===== src/rtl/scc_pkg.sv =====
// Shared types, constants and helper functions for the stepper clock command controller.
// No dependencies; every other file refers to it by scoped names.
package scc_pkg;

    localparam int unsigned NUM_W   = 15;       // command numbers saturate at 32767
    localparam int unsigned POS_W   = 16;
    localparam logic [NUM_W-1:0] NUM_MAX = 15'd32767;
    localparam logic [7:0] CTRL_SET  = 8'h1E;
    localparam logic [7:0] COIL_OFF  = 8'h88;
    localparam logic [7:0] CTRL_STB0 = 8'h80;
    localparam logic [7:0] CTRL_STB1 = 8'h40;
    localparam logic [7:0] CTRL_STB2 = 8'h20;
    localparam logic [7:0] COLON_BIT = 8'h80;
    localparam logic [6:0] SINCE_MAX = 7'd127;
    // reciprocal of 50 scaled by 2^20, exact for numbers up to 32767
    localparam logic [NUM_W-1:0] DIV50_MUL = 15'd20972;
    localparam int unsigned DIV50_SHIFT = 20;

    localparam logic [7:0] CH_MINUS = 8'h2D;
    localparam logic [7:0] CH_NL    = 8'h0A;
    localparam logic [7:0] CH_ZERO  = 8'h30;
    localparam logic [7:0] CH_NINE  = 8'h39;
    localparam logic [7:0] CH_BANG  = 8'h21;
    localparam logic [7:0] CH_X_LO  = 8'h78;
    localparam logic [7:0] CH_Y_LO  = 8'h79;
    localparam logic [7:0] CH_L_LO  = 8'h6C;
    localparam logic [7:0] CH_R_LO  = 8'h72;
    localparam logic [7:0] CH_U_LO  = 8'h75;
    localparam logic [7:0] CH_D_LO  = 8'h64;
    localparam logic [7:0] CH_L_UP  = 8'h4C;
    localparam logic [7:0] CH_R_UP  = 8'h52;
    localparam logic [7:0] CH_U_UP  = 8'h55;
    localparam logic [7:0] CH_D_UP  = 8'h44;
    localparam logic [7:0] CH_S_LO  = 8'h73;
    localparam logic [7:0] CH_S_UP  = 8'h53;
    localparam logic [7:0] CH_T_UP  = 8'h54;
    localparam logic [7:0] CH_M_UP  = 8'h4D;

    localparam logic [2:0] WR_LAST = 3'd6;

    typedef struct packed {
        logic       mode;
        logic [7:0] cmd_byte;
        logic       end_of_write;
    } t_in_item;

    typedef struct packed {
        logic                    port_select;
        logic [7:0]              port_value;
        logic                    last_write;
        logic signed [POS_W-1:0] current_x;
        logic signed [POS_W-1:0] current_y;
        logic [9:0]              load_level;
    } t_out_item;

    // everything one refreshing or stepping tick hands to the write sequencer
    typedef struct packed {
        logic [7:0]              coil;
        logic [7:0]              ctrl;
        logic [7:0]              left;
        logic [7:0]              right;
        logic signed [POS_W-1:0] pos_x;
        logic signed [POS_W-1:0] pos_y;
        logic [NUM_W-1:0]        load_num;
    } t_snap;

    typedef enum logic [5:0] {
        PS_IDLE   = 6'b000001,
        PS_SIGN   = 6'b000010,
        PS_DIGITS = 6'b000100,
        PS_SPEED  = 6'b001000,
        PS_TIME   = 6'b010000,
        PS_LOAD   = 6'b100000
    } t_pstate;

    typedef enum logic [2:0] {
        PC_NONE = 3'd0,
        PC_X    = 3'd1,
        PC_Y    = 3'd2,
        PC_L    = 3'd3,
        PC_R    = 3'd4,
        PC_U    = 3'd5,
        PC_D    = 3'd6
    } t_pcmd;

    function automatic logic [7:0] seg_of(input logic [3:0] d);
        logic [7:0] s;
        case (d)
            4'd1:    s = 8'h44;
            4'd2:    s = 8'h6B;
            4'd3:    s = 8'h6E;
            4'd4:    s = 8'h56;
            4'd5:    s = 8'h3E;
            4'd6:    s = 8'h3F;
            4'd7:    s = 8'h64;
            4'd8:    s = 8'h7F;
            4'd9:    s = 8'h7E;
            default: s = 8'h7D;
        endcase
        return s;
    endfunction

    function automatic logic [6:0] speed_limit(input logic [3:0] idx);
        logic [6:0] l;
        case (idx)
            4'd1:    l = 7'd75;
            4'd2:    l = 7'd50;
            4'd3:    l = 7'd25;
            4'd4:    l = 7'd20;
            4'd5:    l = 7'd10;
            4'd6:    l = 7'd8;
            4'd7:    l = 7'd6;
            4'd8:    l = 7'd4;
            4'd9:    l = 7'd2;
            default: l = 7'd100;
        endcase
        return l;
    endfunction

    function automatic logic is_digit(input logic [7:0] b);
        return (b >= CH_ZERO) && (b <= CH_NINE);
    endfunction

    // clamp to +/- 32767
    function automatic logic signed [POS_W-1:0] sat_pos(input logic signed [20:0] v);
        logic signed [POS_W-1:0] r;
        if (v > 21'sd32767) begin
            r = 16'sd32767;
        end else if (v < -21'sd32767) begin
            r = -16'sd32767;
        end else begin
            r = v[POS_W-1:0];
        end
        return r;
    endfunction

endpackage


===== src/rtl/stepper_clock_command_controller.sv =====
// Stepper clock command controller, top level. Command bytes and ticks enter one per cycle
// while full is low; a tick that refreshes or steps queues a snapshot, read out as seven
// writes one per cycle while pop is held. The queue registers each snapshot before its
// first write shows. Each emitting tick holds the write side through its writes, with
// QUEUE_DEPTH snapshots buffered. full rises only when the queue is full.
// Reset: synchronous, active low; clears all control and machine state.
module stepper_clock_command_controller #(
    parameter int unsigned BLINK_TICKS = 50,
    parameter int unsigned QUEUE_DEPTH = 4
) (
    input  logic               i_clk,
    input  logic               i_rst_n,
    input  logic               push,
    output logic               full,
    input  scc_pkg::t_in_item  i_item,
    output logic               empty,
    input  logic               pop,
    output scc_pkg::t_out_item o_result
);

    logic           accept, snap_valid, release_snap;
    scc_pkg::t_snap snap_in, snap_head;

    assign accept = push && !full;

    scc_front #(.BLINK_TICKS(BLINK_TICKS)) u_front (
        .i_clk        (i_clk),
        .i_rst_n      (i_rst_n),
        .i_accept     (accept),
        .i_item       (i_item),
        .o_snap_valid (snap_valid),
        .o_snap       (snap_in)
    );

    scc_fifo #(.DEPTH(QUEUE_DEPTH)) u_fifo (
        .i_clk   (i_clk),
        .i_rst_n (i_rst_n),
        .i_wr    (snap_valid),
        .i_data  (snap_in),
        .i_rd    (release_snap),
        .o_data  (snap_head),
        .o_full  (full),
        .o_empty (empty)
    );

    scc_back u_back (
        .i_clk     (i_clk),
        .i_rst_n   (i_rst_n),
        .i_avail   (!empty),
        .i_snap    (snap_head),
        .i_take    (pop),
        .o_release (release_snap),
        .o_item    (o_result)
    );

endmodule


===== src/rtl/scc_front.sv =====
// Front end: parses command bytes, runs the tick timing and stepping, and
// emits one snapshot per tick that needs port writes. Uses scc_pkg.
module scc_front #(
    parameter int unsigned BLINK_TICKS = 50
) (
    input  logic              i_clk,
    input  logic              i_rst_n,
    input  logic              i_accept,
    input  scc_pkg::t_in_item i_item,
    output logic              o_snap_valid,
    output scc_pkg::t_snap    o_snap
);

    localparam int unsigned BW = (BLINK_TICKS > 1) ? $clog2(BLINK_TICKS) : 1;
    localparam logic [BW-1:0] BLINK_LAST = BW'(BLINK_TICKS - 1);
    localparam int unsigned NW = scc_pkg::NUM_W;
    localparam int unsigned PW = scc_pkg::POS_W;

    logic [BW-1:0]        r_blink, n_blink;
    logic [2:0]           r_phase, n_phase;
    logic [6:0]           r_since, n_since;
    logic signed [PW-1:0] r_pos_x, n_pos_x, r_pos_y, n_pos_y;
    logic signed [PW-1:0] r_tgt_x, n_tgt_x, r_tgt_y, n_tgt_y;
    logic [3:0]           r_speed, n_speed;
    logic [7:0]           r_ctrl, n_ctrl, r_left, n_left, r_right, n_right, r_coil, n_coil;
    logic [3:0]           r_digit [4];
    logic [3:0]           n_digit [4];
    logic [NW-1:0]        r_load, n_load;
    scc_pkg::t_pstate     r_ps, n_ps;
    scc_pkg::t_pcmd       r_pc, n_pc;
    logic [NW-1:0]        r_acc, n_acc;
    logic                 r_neg, n_neg;
    logic [1:0]           r_slot, n_slot;
    logic                 r_ten, n_ten;
    logic                 n_emit;

    always_comb begin
        logic [7:0]           b;
        logic                 dig;
        logic [3:0]           dv;
        logic [NW+3:0]        wide;
        logic [NW-1:0]        acc_dig;
        logic                 do_fin, do_idle, started;
        logic [NW-1:0]        f_acc;
        logic                 f_neg;
        logic signed [20:0]   f_n;
        logic signed [20:0]   f_n10;
        logic [6:0]           lim;

        n_blink = r_blink;  n_phase = r_phase;  n_since = r_since;
        n_pos_x = r_pos_x;  n_pos_y = r_pos_y;  n_tgt_x = r_tgt_x;  n_tgt_y = r_tgt_y;
        n_speed = r_speed;  n_ctrl = r_ctrl;    n_left = r_left;    n_right = r_right;
        n_coil = r_coil;    n_digit = r_digit;  n_load = r_load;    n_ps = r_ps;
        n_pc = r_pc;        n_acc = r_acc;      n_neg = r_neg;      n_slot = r_slot;
        n_ten = r_ten;      n_emit = 1'b0;

        b   = i_item.cmd_byte;
        dig = scc_pkg::is_digit(b);
        dv  = 4'(b - scc_pkg::CH_ZERO);
        wide = ({4'd0, r_acc} << 3) + ({4'd0, r_acc} << 1) + {{NW{1'b0}}, dv};
        acc_dig = (wide > {4'd0, scc_pkg::NUM_MAX}) ? scc_pkg::NUM_MAX : wide[NW-1:0];

        do_fin  = 1'b0;
        do_idle = 1'b0;
        started = 1'b0;
        f_acc   = r_acc;
        f_neg   = r_neg;
        f_n     = '0;
        f_n10   = '0;
        lim     = '0;

        if (i_accept && i_item.mode) begin
            case (r_ps)
                scc_pkg::PS_SIGN, scc_pkg::PS_DIGITS: begin
                    if (r_ps == scc_pkg::PS_SIGN && b == scc_pkg::CH_MINUS) begin
                        n_neg = 1'b1;
                        n_ps  = scc_pkg::PS_DIGITS;
                        f_neg = 1'b1;
                        do_fin = i_item.end_of_write;
                    end else if (dig) begin
                        n_acc = acc_dig;
                        n_ps  = scc_pkg::PS_DIGITS;
                        f_acc = acc_dig;
                        do_fin = i_item.end_of_write;
                    end else begin
                        do_fin  = 1'b1;
                        do_idle = 1'b1;
                    end
                end
                scc_pkg::PS_SPEED: begin
                    if (dig) begin
                        n_speed = dv;
                    end
                    n_ps = scc_pkg::PS_IDLE;
                end
                scc_pkg::PS_TIME: begin
                    if (dig) begin
                        n_digit[r_slot] = dv;
                        n_slot = r_slot + 2'd1;
                        if (r_slot == 2'd3) begin
                            n_ps = scc_pkg::PS_IDLE;
                        end
                    end
                end
                scc_pkg::PS_LOAD: begin
                    if (b == scc_pkg::CH_NL) begin
                        n_load = r_acc;
                        n_ps   = scc_pkg::PS_IDLE;
                    end else if (dig) begin
                        n_acc = acc_dig;
                    end
                end
                default: begin
                    n_ps    = scc_pkg::PS_IDLE;
                    do_idle = 1'b1;
                end
            endcase

            // complete the pending move with the number as it stands
            if (do_fin) begin
                f_n = f_neg ? -$signed({6'd0, f_acc}) : $signed({6'd0, f_acc});
                f_n10 = (f_n <<< 3) + (f_n <<< 1);
                if (r_ten) begin
                    f_n = 21'(scc_pkg::sat_pos(f_n10));
                end
                case (r_pc)
                    scc_pkg::PC_X: n_tgt_x = scc_pkg::sat_pos(f_n);
                    scc_pkg::PC_Y: n_tgt_y = scc_pkg::sat_pos(f_n);
                    scc_pkg::PC_L: n_tgt_x = scc_pkg::sat_pos(21'(r_tgt_x) - f_n);
                    scc_pkg::PC_R: n_tgt_x = scc_pkg::sat_pos(21'(r_tgt_x) + f_n);
                    scc_pkg::PC_U: n_tgt_y = scc_pkg::sat_pos(21'(r_tgt_y) + f_n);
                    scc_pkg::PC_D: n_tgt_y = scc_pkg::sat_pos(21'(r_tgt_y) - f_n);
                    default: ;
                endcase
                n_pc = scc_pkg::PC_NONE;
                n_ps = scc_pkg::PS_IDLE;
            end

            if (do_idle) begin
                case (b)
                    scc_pkg::CH_X_LO, scc_pkg::CH_Y_LO, scc_pkg::CH_L_LO, scc_pkg::CH_R_LO,
                    scc_pkg::CH_U_LO, scc_pkg::CH_D_LO, scc_pkg::CH_L_UP, scc_pkg::CH_R_UP,
                    scc_pkg::CH_U_UP, scc_pkg::CH_D_UP: begin
                        started = 1'b1;
                        n_acc = '0;
                        n_neg = 1'b0;
                        n_ps  = scc_pkg::PS_SIGN;
                        n_ten = (b < 8'h60);
                        case (b)
                            scc_pkg::CH_X_LO: n_pc = scc_pkg::PC_X;
                            scc_pkg::CH_Y_LO: n_pc = scc_pkg::PC_Y;
                            scc_pkg::CH_L_LO, scc_pkg::CH_L_UP: n_pc = scc_pkg::PC_L;
                            scc_pkg::CH_R_LO, scc_pkg::CH_R_UP: n_pc = scc_pkg::PC_R;
                            scc_pkg::CH_U_LO, scc_pkg::CH_U_UP: n_pc = scc_pkg::PC_U;
                            default: n_pc = scc_pkg::PC_D;
                        endcase
                    end
                    scc_pkg::CH_MINUS: n_coil = scc_pkg::COIL_OFF;
                    scc_pkg::CH_S_LO, scc_pkg::CH_S_UP: n_ps = scc_pkg::PS_SPEED;
                    scc_pkg::CH_BANG: begin
                        n_pos_x = '0;  n_pos_y = '0;
                        n_tgt_x = '0;  n_tgt_y = '0;
                    end
                    scc_pkg::CH_T_UP: begin
                        n_slot = '0;
                        n_ps   = scc_pkg::PS_TIME;
                    end
                    scc_pkg::CH_M_UP: begin
                        n_acc = '0;
                        n_ps  = scc_pkg::PS_LOAD;
                    end
                    default: ;
                endcase
            end

            if (i_item.end_of_write) begin
                // a move opened by this very byte completes with zero
                if (started) begin
                    if (n_pc == scc_pkg::PC_X) begin
                        n_tgt_x = '0;
                    end else if (n_pc == scc_pkg::PC_Y) begin
                        n_tgt_y = '0;
                    end
                    n_pc = scc_pkg::PC_NONE;
                end
                if (n_ps == scc_pkg::PS_SPEED) begin
                    n_speed = '0;
                end
                if (n_ps == scc_pkg::PS_LOAD) begin
                    n_load = n_acc;
                end
                n_ps   = scc_pkg::PS_IDLE;
                n_slot = '0;
            end
        end

        if (i_accept && !i_item.mode) begin
            if (r_blink == '0) begin
                n_ctrl = (r_ctrl ^ 8'h01) | scc_pkg::CTRL_SET;
                if (r_phase[2:1] != 2'd0) begin
                    n_left  = scc_pkg::seg_of(r_digit[2]);
                    n_right = scc_pkg::seg_of(r_digit[3]);
                end else begin
                    n_left  = scc_pkg::seg_of(r_digit[0]);
                    n_right = scc_pkg::seg_of(r_digit[1]) | scc_pkg::COLON_BIT;
                end
                n_emit = 1'b1;
            end
            n_since = (r_since < scc_pkg::SINCE_MAX) ? r_since + 7'd1 : r_since;
            lim = scc_pkg::speed_limit(r_speed);
            if (n_since > lim && (r_pos_x != r_tgt_x || r_pos_y != r_tgt_y)) begin
                if (r_tgt_x > r_pos_x) begin
                    n_pos_x = r_pos_x + 16'sd1;
                end else if (r_tgt_x < r_pos_x) begin
                    n_pos_x = r_pos_x - 16'sd1;
                end
                if (r_tgt_y > r_pos_y) begin
                    n_pos_y = r_pos_y + 16'sd1;
                end else if (r_tgt_y < r_pos_y) begin
                    n_pos_y = r_pos_y - 16'sd1;
                end
                n_coil  = {1'b0, n_pos_y[2:0], 1'b0, n_pos_x[2:0]};
                n_since = '0;
                n_emit  = 1'b1;
            end
            if (r_blink == BLINK_LAST) begin
                n_blink = '0;
                n_phase = r_phase + 3'd1;
            end else begin
                n_blink = r_blink + BW'(1);
            end
        end
    end

    always_ff @(posedge i_clk) begin
        if (!i_rst_n) begin
            r_blink <= '0;  r_phase <= '0;  r_since <= scc_pkg::SINCE_MAX;
            r_pos_x <= '0;  r_pos_y <= '0;  r_tgt_x <= '0;  r_tgt_y <= '0;
            r_speed <= '0;  r_ctrl <= '0;   r_left <= '0;   r_right <= '0;
            r_coil  <= '0;  r_load <= '0;   r_ps <= scc_pkg::PS_IDLE;
            r_pc    <= scc_pkg::PC_NONE;    r_acc <= '0;    r_neg <= 1'b0;
            r_slot  <= '0;  r_ten <= 1'b0;
            for (int i = 0; i < 4; i++) begin
                r_digit[i] <= '0;
            end
        end else begin
            r_blink <= n_blink;  r_phase <= n_phase;  r_since <= n_since;
            r_pos_x <= n_pos_x;  r_pos_y <= n_pos_y;  r_tgt_x <= n_tgt_x;  r_tgt_y <= n_tgt_y;
            r_speed <= n_speed;  r_ctrl <= n_ctrl;    r_left <= n_left;    r_right <= n_right;
            r_coil  <= n_coil;   r_load <= n_load;    r_ps <= n_ps;        r_pc <= n_pc;
            r_acc   <= n_acc;    r_neg <= n_neg;      r_slot <= n_slot;    r_ten <= n_ten;
            r_digit <= n_digit;
        end
    end

    assign o_snap_valid   = n_emit;
    assign o_snap.coil     = n_coil;
    assign o_snap.ctrl     = n_ctrl;
    assign o_snap.left     = n_left;
    assign o_snap.right    = n_right;
    assign o_snap.pos_x    = n_pos_x;
    assign o_snap.pos_y    = n_pos_y;
    assign o_snap.load_num = r_load;

endmodule


===== src/rtl/scc_fifo.sv =====
// Short snapshot queue between the parser front end and the write sequencer.
// Depends on scc_pkg for the snapshot type.
module scc_fifo #(
    parameter int unsigned DEPTH = 4
) (
    input  logic           i_clk,
    input  logic           i_rst_n,
    input  logic           i_wr,
    input  scc_pkg::t_snap i_data,
    input  logic           i_rd,
    output scc_pkg::t_snap o_data,
    output logic           o_full,
    output logic           o_empty
);

    localparam int unsigned AW = (DEPTH > 1) ? $clog2(DEPTH) : 1;
    localparam int unsigned CW = $clog2(DEPTH + 1);
    localparam logic [AW-1:0] LAST = AW'(DEPTH - 1);

    scc_pkg::t_snap r_mem [DEPTH];
    logic [AW-1:0]  r_wp, r_rp;
    logic [CW-1:0]  r_cnt;

    always_ff @(posedge i_clk) begin
        if (!i_rst_n) begin
            r_wp  <= '0;
            r_rp  <= '0;
            r_cnt <= '0;
        end else begin
            if (i_wr) begin
                r_wp <= (r_wp == LAST) ? '0 : r_wp + AW'(1);
            end
            if (i_rd) begin
                r_rp <= (r_rp == LAST) ? '0 : r_rp + AW'(1);
            end
            if (i_wr && !i_rd) begin
                r_cnt <= r_cnt + CW'(1);
            end else if (i_rd && !i_wr) begin
                r_cnt <= r_cnt - CW'(1);
            end
        end
    end

    always_ff @(posedge i_clk) begin
        if (i_wr) begin
            r_mem[r_wp] <= i_data;
        end
    end

    assign o_data  = r_mem[r_rp];
    assign o_full  = (r_cnt == CW'(DEPTH));
    assign o_empty = (r_cnt == '0);

endmodule


===== src/rtl/scc_back.sv =====
// Back end: walks one queued snapshot through its seven port writes.
// Depends on scc_pkg for the snapshot and result types.
module scc_back (
    input  logic              i_clk,
    input  logic              i_rst_n,
    input  logic              i_avail,
    input  scc_pkg::t_snap    i_snap,
    input  logic              i_take,
    output logic              o_release,
    output scc_pkg::t_out_item o_item
);

    logic [2:0] r_wr;
    logic [2*scc_pkg::NUM_W-1:0] prod;

    always_ff @(posedge i_clk) begin
        if (!i_rst_n) begin
            r_wr <= '0;
        end else if (i_avail && i_take) begin
            r_wr <= (r_wr == scc_pkg::WR_LAST) ? 3'd0 : r_wr + 3'd1;
        end
    end

    assign o_release = i_avail && i_take && (r_wr == scc_pkg::WR_LAST);

    // load / 50 by reciprocal multiply
    assign prod = i_snap.load_num * scc_pkg::DIV50_MUL;

    always_comb begin
        o_item.last_write = (r_wr == scc_pkg::WR_LAST);
        o_item.current_x  = i_snap.pos_x;
        o_item.current_y  = i_snap.pos_y;
        o_item.load_level = prod[scc_pkg::DIV50_SHIFT +: 10];
        case (r_wr)
            3'd0: begin o_item.port_select = 1'b1; o_item.port_value = i_snap.coil; end
            3'd1: begin
                o_item.port_select = 1'b0;
                o_item.port_value  = i_snap.ctrl | scc_pkg::CTRL_STB0;
            end
            3'd2: begin o_item.port_select = 1'b1; o_item.port_value = i_snap.right; end
            3'd3: begin
                o_item.port_select = 1'b0;
                o_item.port_value  = i_snap.ctrl | scc_pkg::CTRL_STB1;
            end
            3'd4: begin o_item.port_select = 1'b1; o_item.port_value = i_snap.left; end
            3'd5: begin
                o_item.port_select = 1'b0;
                o_item.port_value  = i_snap.ctrl | scc_pkg::CTRL_STB2;
            end
            default: begin o_item.port_select = 1'b0; o_item.port_value = i_snap.ctrl; end
        endcase
    end

endmodule


===== config.mk =====
export PLATFORM = sky130hd
export DESIGN_NAME = stepper_clock_command_controller
export DESIGN_NICKNAME = d
export VERILOG_FILES = /design/src/rtl/scc_pkg.sv /design/src/rtl/stepper_clock_command_controller.sv /design/src/rtl/scc_front.sv /design/src/rtl/scc_fifo.sv /design/src/rtl/scc_back.sv
export SDC_FILE = /design/constraint.sdc
export NUM_CORES = 2
export LEC_CHECK = 0
export BUFFER_PORTS_ARGS = -buffer_cell sky130_fd_sc_hd__buf_4
export CAP_MARGIN = 20
export CORE_UTILIZATION = 30
export CTS_BUF_LIST = sky130_fd_sc_hd__clkbuf_4
export DETAILED_ROUTE_END_ITERATION = 10
export PLACE_DENSITY_LB_ADDON = 0.2
export SETUP_SLACK_MARGIN = 0.4
export SLEW_MARGIN = 20
export SYNTH_ARGS = -nofsm -noshare
export SYNTH_HDL_FRONTEND = slang
export SYNTH_SLANG_ARGS = --single-unit

===== constraint.sdc =====
create_clock -name i_clk -period 37.3 [get_ports i_clk]
set_input_delay 7.46 -clock i_clk [delete_from_list [all_inputs] [get_ports i_clk]]
set_output_delay 7.46 -clock i_clk [all_outputs]
set_load 0.1 [all_outputs]

# --- Yosys cells after proc, flatten, opt, wreduce, memory -nomap -nowiden ---
# Memory sizes are Yosys's and may differ from the RTL's. A register that Yosys moved wholly into a read port is not among the register bits.
# Index checks and enable logic that the tools add are counted.
op_classes:
  n_reduce_logical: 33
  n_lt_le_gt_ge: 24
  addsub: 22
  mul: 1
  bitwise: 2
  eq_ne: 45
  mux: 144
op_table:
  columns: ["operator", "n"]
  rows:
  - ["2-to-1 mux 16 bit", 39]
  - ["2-to-1 mux 15 bit", 12]
  - ["> comparator 21 x 16 -> 1 bit (second input constant)", 6]
  - ["< comparator 21 x 16 -> 1 bit (second input constant)", 6]
  - ["== test 8 x 7 -> 1 bit (second input constant)", 14]
  - ["one-hot mux 16 bit (3 select lines)", 2]
  - ["2-to-1 mux 8 bit", 11]
  - ["2-to-1 mux 21 bit", 4]
  - ["2-to-1 mux 4 bit", 15]
  - ["2-to-1 mux 6 bit", 10]
  - ["one-hot mux 9 bit (6 select lines)", 1]
  - ["adder 16 x 21 -> 21 bit", 2]
  - ["subtractor 16 x 21 -> 21 bit", 2]
  - ["adder 16 x 2 -> 16 bit (second input constant)", 2]
  - ["> comparator 16 bit", 2]
  - ["< comparator 16 bit", 2]
  - ["!= test 16 bit", 2]
  - ["subtractor 16 x 2 -> 16 bit (second input constant)", 2]
  - ["one-hot mux 15 bit (2 select lines)", 1]
  - ["multiplier 15 x 13 -> 28 bit (second input constant)", 1]
  - ["2-to-1 mux 3 bit", 9]
  - ["one-hot mux 6 bit (4 select lines)", 1]
  - ["adder 21 bit", 1]
  - ["== test 3 bit (second input constant)", 7]
  - ["other kinds (50)", 117]
word_totals:
  out_inout_bits: 54
  wordCells: 304
  register_bits: 185
  mem_bits_rw: 316
  input_bits: 14
  n_memories: 6
  rom_bits: 560
memory_table:
  columns: ["memory", "words", "width", "rd", "rd_ports_with_merged_regs", "wr", "line", "source"]
  rows:
  - ["u_fifo.r_mem", 4, 79, 1, 1, 1, "scc_fifo.sv:20", "scc_pkg::t_snap r_mem [DEPTH];"]
  - ["(name not given)", 16, 7, 1, 1, 0, "scc_pkg.sv:88", "case (d)"]
  - ["(name not given)", 16, 7, 1, 1, 0, "scc_pkg.sv:88", null]
  - ["(name not given)", 16, 7, 1, 1, 0, "scc_pkg.sv:88", null]
  - ["(name not given)", 16, 7, 1, 1, 0, "scc_pkg.sv:88", null]
  - ["(name not given)", 16, 7, 1, 1, 0, "scc_pkg.sv:105", "case (idx)"]

# --- Longest topological paths before layout ---
logic_depth:
  word_depth: 29
  mapped_depth: 48
  depth_no_buf: 44

# --- Hierarchy ---
# Synthesis repeated with hierarchy kept, for this count alone.
unflattened:
  hier_cells: 3505
  area_unflattened_um2: 35506.6
modules_own_cells:
  columns: ["module", "cells_each", "instances", "area_each_um2", "seq_area_each_um2"]
  rows:
  - ["scc_front", 2595, 1, 19402.4, 4144.0]
  - ["scc_fifo", 457, 1, 11842.6, 9669.3]
  - ["scc_back", 451, 1, 4244.1, 60.1]
  - ["stepper_clock_command_controller", 2, 1, 17.5, 0.0]

# --- Least setup slack after synthesis ---
# Ideal clock, no wire load.
synth_path:
  kind: "input to register"
  start: "input port i_item[4] (netlist name)"
  end: "register u_front.r_tgt_x[3]"
  path_slack_ns: 18.870
  cell_stages: 44
  n_path_buf: 4
  setup_time_ns: 0.071
  required_ns: 37.229
  arrival_time_ns: 18.359
  path_cell_list: "clkbuf_1 > inv_1 > fa_1 > inv_1 > ha_1 > a21o_1 > a22o_1 > o221a_2 > a2111oi_1 > a221o_1 > buf_6 > nor2_1 > a22oi_1 > inv_1 > ha_1 > buf_1 > a311o_1 > mux2i_1 > [8 not listed] > o41ai_1 > a21oi_1 > a211oi_1 > ha_1 > a21o_1 > or3_1 > o221a_2 > o31a_1 > o221a_2 > o41ai_1 > xnor2_1 > or4_1 > a311oi_1 > o21ai_0 > clkbuf_1 > o221ai_1 > o21ai_0 > a21oi_1"
synth_between:
  elab_chain_len: 28
  elab_cells_between_ends: 79
  cone_classes: "6 x add/sub; 11 x order compare; 13 x eq/ne; 43 x mux; 6 x reduce/logical"
synth_rtl:
  columns: ["element", "line", "source"]
  rows:
  - ["start: declaration", "stepper_clock_command_controller.sv:15", "input scc_pkg::t_in_item i_item,"]
  - ["subtractor 4 x 1 -> 4 bit", "scc_front.sv:59", "dv = 4'(b - scc_pkg::CH_ZERO);"]
  - ["adder 19 x 4 -> 19 bit", "scc_front.sv:60", "wide = ({4'd0, r_acc} << 3) + ({4'd0, r_acc} << 1) + {{NW{1'b0}}, dv};"]
  - ["> comparator 19 x 15 -> 1 bit", "scc_front.sv:61", "acc_dig = (wide > {4'd0, scc_pkg::NUM_MAX}) ? scc_pkg::NUM_MAX : wide[NW-1:0];"]
  - ["2-to-1 mux 15 bit", "scc_front.sv:61", null]
  - ["2-to-1 mux 15 bit", "scc_front.sv:80", "end else if (dig) begin"]
  - ["2-to-1 mux 15 bit", "scc_front.sv:75", "if (r_ps == scc_pkg::PS_SIGN && b == scc_pkg::CH_MINUS) begin"]
  - ["2-to-1 mux 15 bit", "scc_front.sv:73", "case (r_ps)"]
  - ["2-to-1 mux 15 bit", "scc_front.sv:72", "if (i_accept && i_item.mode) begin"]
  - ["[12 not listed]", null, null]
  - ["2-to-1 mux 16 bit", "scc_pkg.sv:127", "if (v > 21'sd32767) begin"]
  - ["one-hot mux 16 bit (3 select lines)", "scc_front.sv:126", "case (r_pc)"]
  - ["2-to-1 mux 16 bit", "scc_front.sv:120", "if (do_fin) begin"]
  - ["2-to-1 mux 16 bit", "scc_front.sv:140", "case (b)"]
  - ["2-to-1 mux 16 bit", "scc_front.sv:139", "if (do_idle) begin"]
  - ["2-to-1 mux 16 bit", "scc_front.sv:179", "if (n_pc == scc_pkg::PC_X) begin"]
  - ["2-to-1 mux 16 bit", "scc_front.sv:178", "if (started) begin"]
  - ["2-to-1 mux 16 bit *", "scc_front.sv:176", "if (i_item.end_of_write) begin"]
  - ["end signal: assignment", "scc_front.sv:248", "r_pos_x <= n_pos_x; r_pos_y <= n_pos_y; r_tgt_x <= n_tgt_x; r_tgt_y <= n_tgt_y;"]
  - ["end: declaration", "scc_front.sv:23", "logic signed [PW-1:0] r_tgt_x, n_tgt_x, r_tgt_y, n_tgt_y;"]
# Every way passes the cells marked *; elsewhere a longest branch is shown, timed or not. The select of a mux whose other input is x is not followed.
# A chain may end at the register's enable or synchronous reset.

# --- Worst setup path in the final report ---
layout_path:
  start: "input port i_item[4] (netlist name)"
  end: "register u_front.r_tgt_y[3]"
layout_between:
  elab_chain_len: 29
  elab_cells_between_ends: 81
  cone_classes: "6 x add/sub; 11 x order compare; 14 x eq/ne; 44 x mux; 6 x reduce/logical"
layout_rtl:
  columns: ["element", "line", "source"]
  rows:
  - ["subtractor 4 x 1 -> 4 bit", "scc_front.sv:59", null]
  - ["adder 19 x 4 -> 19 bit", "scc_front.sv:60", null]
  - ["> comparator 19 x 15 -> 1 bit", "scc_front.sv:61", null]
  - ["2-to-1 mux 15 bit", "scc_front.sv:61", null]
  - ["2-to-1 mux 15 bit", "scc_front.sv:80", null]
  - ["2-to-1 mux 15 bit", "scc_front.sv:75", null]
  - ["2-to-1 mux 15 bit", "scc_front.sv:73", null]
  - ["2-to-1 mux 15 bit", "scc_front.sv:72", null]
  - ["[13 not listed]", null, null]
  - ["one-hot mux 16 bit (3 select lines)", "scc_front.sv:126", null]
  - ["2-to-1 mux 16 bit", "scc_front.sv:120", null]
  - ["2-to-1 mux 16 bit", "scc_front.sv:140", null]
  - ["2-to-1 mux 16 bit", "scc_front.sv:139", null]
  - ["2-to-1 mux 16 bit", "scc_front.sv:181", "end else if (n_pc == scc_pkg::PC_Y) begin"]
  - ["2-to-1 mux 16 bit", "scc_front.sv:179", null]
  - ["2-to-1 mux 16 bit", "scc_front.sv:178", null]
  - ["2-to-1 mux 16 bit *", "scc_front.sv:176", null]
  - ["end signal: assignment", "scc_front.sv:248", null]
  - ["end: declaration", "scc_front.sv:23", null]
# Marked as above.

==> results.rst <==
.. list-table::
   :header-rows: 1

   * - Metric
     - Value
   * - Run status
     - finished, final reports clean
   * - Top post-synthesis cells by area
     - edfxtp_1 26%, dfxtp_1 12%, ha_1 11%
   * - Final hold violations
     - 0
   * - Met3 routed WL
     - about 4500 um
   * - Largest net degree at the start of global routing
     - a little over 80
   * - Via count of the first global-routing pass
     - approximately 27,000
   * - Power Density
     - 42.10 nW/um^2
   * - Post-synth EDFFs
     - 304
   * - Aggregate global routing overflow
     - 0
   * - Post-Synth Adder-Cell Area
     - 15.64%
   * - Kind of path behind the tightest hold check
     - reg2reg
   * - Element type at the critical path start
     - input pin
   * - Number of antenna violations at the first check in global routing
     - 1
   * - Die Width
     - 344.7 um
   * - Max-Cap Viols
     - 0
   * - Largest family of logic cells by synthesized area
     - compound AO/OA/AOI/OAI gates
   * - Number of nets still failing antenna checks after routing
     - 0
   * - Inserted Clock Buffers
     - 145
   * - Average size of a mapped cell
     - 9.933 sq um
   * - Final std cells w/o fill
     - 5,289
   * - Post-CTS resize count
     - 0
   * - CTS tree
     - yes
   * - Die height
     - 344.7 um
   * - CTS H-Tree Depth
     - 4
   * - Post-CTS clock slew at the launch and capture registers of the worst setup and hold paths
     - 60 ps
   * - Post-synthesis xor/xnor area fraction
     - between 3 and 4%
   * - Total DRC errors in the routed layout
     - 0
   * - IO Port Bufs
     - 67
   * - Initial Util
     - 30.29%
   * - Unrepaired setup endpoints after global routing
     - no
   * - Number of distinct library cells after synthesis
     - 100
   * - Routed length per instance
     - 18.83 um
   * - Most used cell, CP
     - ha_1
   * - Basic-gate share of the synthesized area counting and, or, nand and nor cells
     - 13.70%
   * - Transition at the pin with the smallest max-transition slack
     - 1193 ps
   * - Critical Setup Path Class
     - in2reg
   * - Metal2 WL
     - approximately 47,000 um
   * - Worst hold margin
     - 458.2 ps
   * - Die area
     - ~120,000 sq um
   * - Worst voltage drop across the vdd grid
     - about 80 uV
   * - CORE AREA
     - 116,400 sq um
   * - Area added between synthesis and finish
     - 11.66%
   * - Final weighted congestion in routability-driven placement
     - 0.9381
   * - Top_reg_cell synth
     - edfxtp_1
   * - Nets
     - just over 4,000
   * - Post-synthesis instance total
     - 3,548
   * - Met1 wire length
     - around 47,000 um
   * - Final worst path period share
     - 52.84%
   * - Gr usage total
     - around 17%
   * - Starting DRC count in detailed routing
     - 1,990
   * - Highest attainable clock frequency
     - 0.05074 GHz
   * - Proportion of synthesized chip area in sequential cells
     - a little under two fifths
   * - Post-CTS setup buffer count
     - 0
   * - Detail-routed via count per cell
     - 5.249
   * - Wire length of the first global-routing pass
     - 157,100 um
   * - Delay contributed by the slowest stage of the critical path
     - 900 ps
   * - Summed instance area of the synthesized netlist
     - 35,240 sq um
   * - Leading area contributor after synthesis
     - edfxtp_1
   * - Number of iterations in the first detailed-routing pass
     - 5
   * - Vias after detailed routing
     - 27,760
   * - Share of synthesized registers carrying an async set or reset
     - 0%
   * - Final worst clock skew
     - roughly 86 ps
   * - Setup total negative slack
     - 0 ps
   * - Synth cell count leaders
     - 315 x ha_1, 304 x edfxtp_1, 304 x inv_1
   * - Final slew viol count
     - 0
   * - CTS sink count
     - 523
   * - CP max FO
     - 15
   * - Number of standard-cell rows in the floorplan
     - 125
   * - Top-level port count
     - 68
   * - Fraction of the mapped netlist area in compound gates
     - 18.24%
   * - WP data required
     - 38,160 ps
   * - Synth top area share
     - approximately 26%
   * - Number of warnings issued by yosys
     - 0
   * - Hold buffers post-CTS
     - 0
   * - Clock period minus worst slack
     - ~20,000 ps
   * - Buffer type at the clock tree root
     - clkbuf_4
   * - Post-Synthesis Net Count
     - 3,954
   * - Setup Viol. Count Final
     - 0
   * - Total of flip-flops plus latches after synthesis
     - 523
   * - Layout cell share with drive strength beyond 1
     - about 13%
   * - Cell count after placement
     - 5,022
   * - Proportion of synthesized area in mux cells
     - 5.876%
   * - Most frequent cell after synthesis
     - ha_1
   * - CP arrival
     - 20,570 ps
   * - Post-DP HPWL
     - 72,880 um
   * - CTS Buffer Depth
     - 3
   * - Uppermost layer routed
     - met4
   * - Leakage
     - 15.71 nW
   * - Final WL
     - 99,610 um
   * - Clk_lat worst skew
     - 1000 ps
   * - Critical path endpoint category
     - register
   * - Relative max-transition margin
     - 19.70%
   * - Critical Path Slowest Stage Cell
     - o311ai_0
==> power by group <==
part	switching, W	leakage (nW)	internal [W]
clock network	0.000251	1.15	0.000288
registers	0.00000506	4.61	0.000623
logic	0.000345	9.95	0.000145
==> registers in the layout, summed over array words and instances, names as in the netlist, 3 cells and up, named ones only <==
name,count
u_front.r_tgt_y,16
u_front.r_pc,3
u_fifo.r_cnt,3
u_front.r_load,15
u_front.r_since,7
u_front.r_blink,6
u_front.r_right,8
u_front.r_coil,8
u_front.r_ctrl,5
u_front.r_ps,6
u_front.r_pos_x,16
u_back.r_wr,3
u_front.r_digit,16
u_front.r_left,8
u_front.r_pos_y,16
u_fifo.r_mem,304
u_front.r_speed,4
u_front.r_tgt_x,16
u_front.r_phase,3
u_front.r_acc,15
==> final cells by class <==
cell class	count	area, sq um
well taps	1524	1907
clock inverters	45	284.0
clock buffers	221	1659
repair buffers	108	810.8
diodes	1	2.502
flip-flops and latches	523	13520
inverters	306	1150
fillers	11980	77010
multi-input cells	2561	20020
==> cells by family after synthesis <==
group | after synthesis
DFF | 523
AOI/OAI and AO/OA | 940
buffers and inverters | 464
xor gates and xnor gates | 127
adders and majority gates | 395
and+or+nand+nor | 975
muxes | 124
==> placed cells by master, fill, tap and decap left out, types with 77 or more instances in the layout <==
cell and n:
ha_1 315, inv_1 304, edfxtp_1 304, nor2_1 241, nand2_1 239, a21oi_1 236
clkbuf_4 221, dfxtp_1 217, o21ai_0 156, buf_4 108, xnor2_1 89, nor3_1 87
fa_1 77
==> metal layers <==
layer / track usage (%) / vias to the layer above
li1: - / 13460
met5: 0 / -
met1: 22.91 / 13490
met3: 2.633 / 126
met4: 4.387 / 0
met2: 27.42 / 685
==> critical path, delay by kind of cell <==
family                     cells  cell delay, ps
AOI/OAI and AO/OA             25            8300
xor gates and xnor gates       1             220
adders and majority gates      5            1790
buffers and inverters          5             790
muxes                          1             130
and+or+nand+nor                6            1840
==> through the flow <==
step | area [sq um] | util, % | setup WS [ps] | total power (W)
6_report | 39350 | 33.82 | 17590 | 0.001657
5_1_grt | 39350 | 33.82 | 16890 | 0.001762
4_1_cts | 39330 | 33.80 | 18030 | 0.001688
3_5_place_dp | 37390 | 32.13 | 16910 | 0.001137
3_3_place_gp | 37380 | 32.13 | 17310 | 0.001136
2_1_floorplan | 35240 | - | 18870 | 0.001031
==> worst paths after layout <==
kind | startpoint | endpoint | slack [ps] | cells after the start
max | i_item[4] | u_front.r_tgt_y[3] | 17590 | 43
max reg2reg | u_front.r_acc[0] | u_front.r_tgt_y[3] | 23920 | 42
min reg2reg | u_front.r_load[1] | u_fifo.r_mem[1][1] | 460 | 0
min | u_front.r_load[1] | u_fifo.r_mem[1][1] | 460 | 0
(Power assumes the default switching activity.)
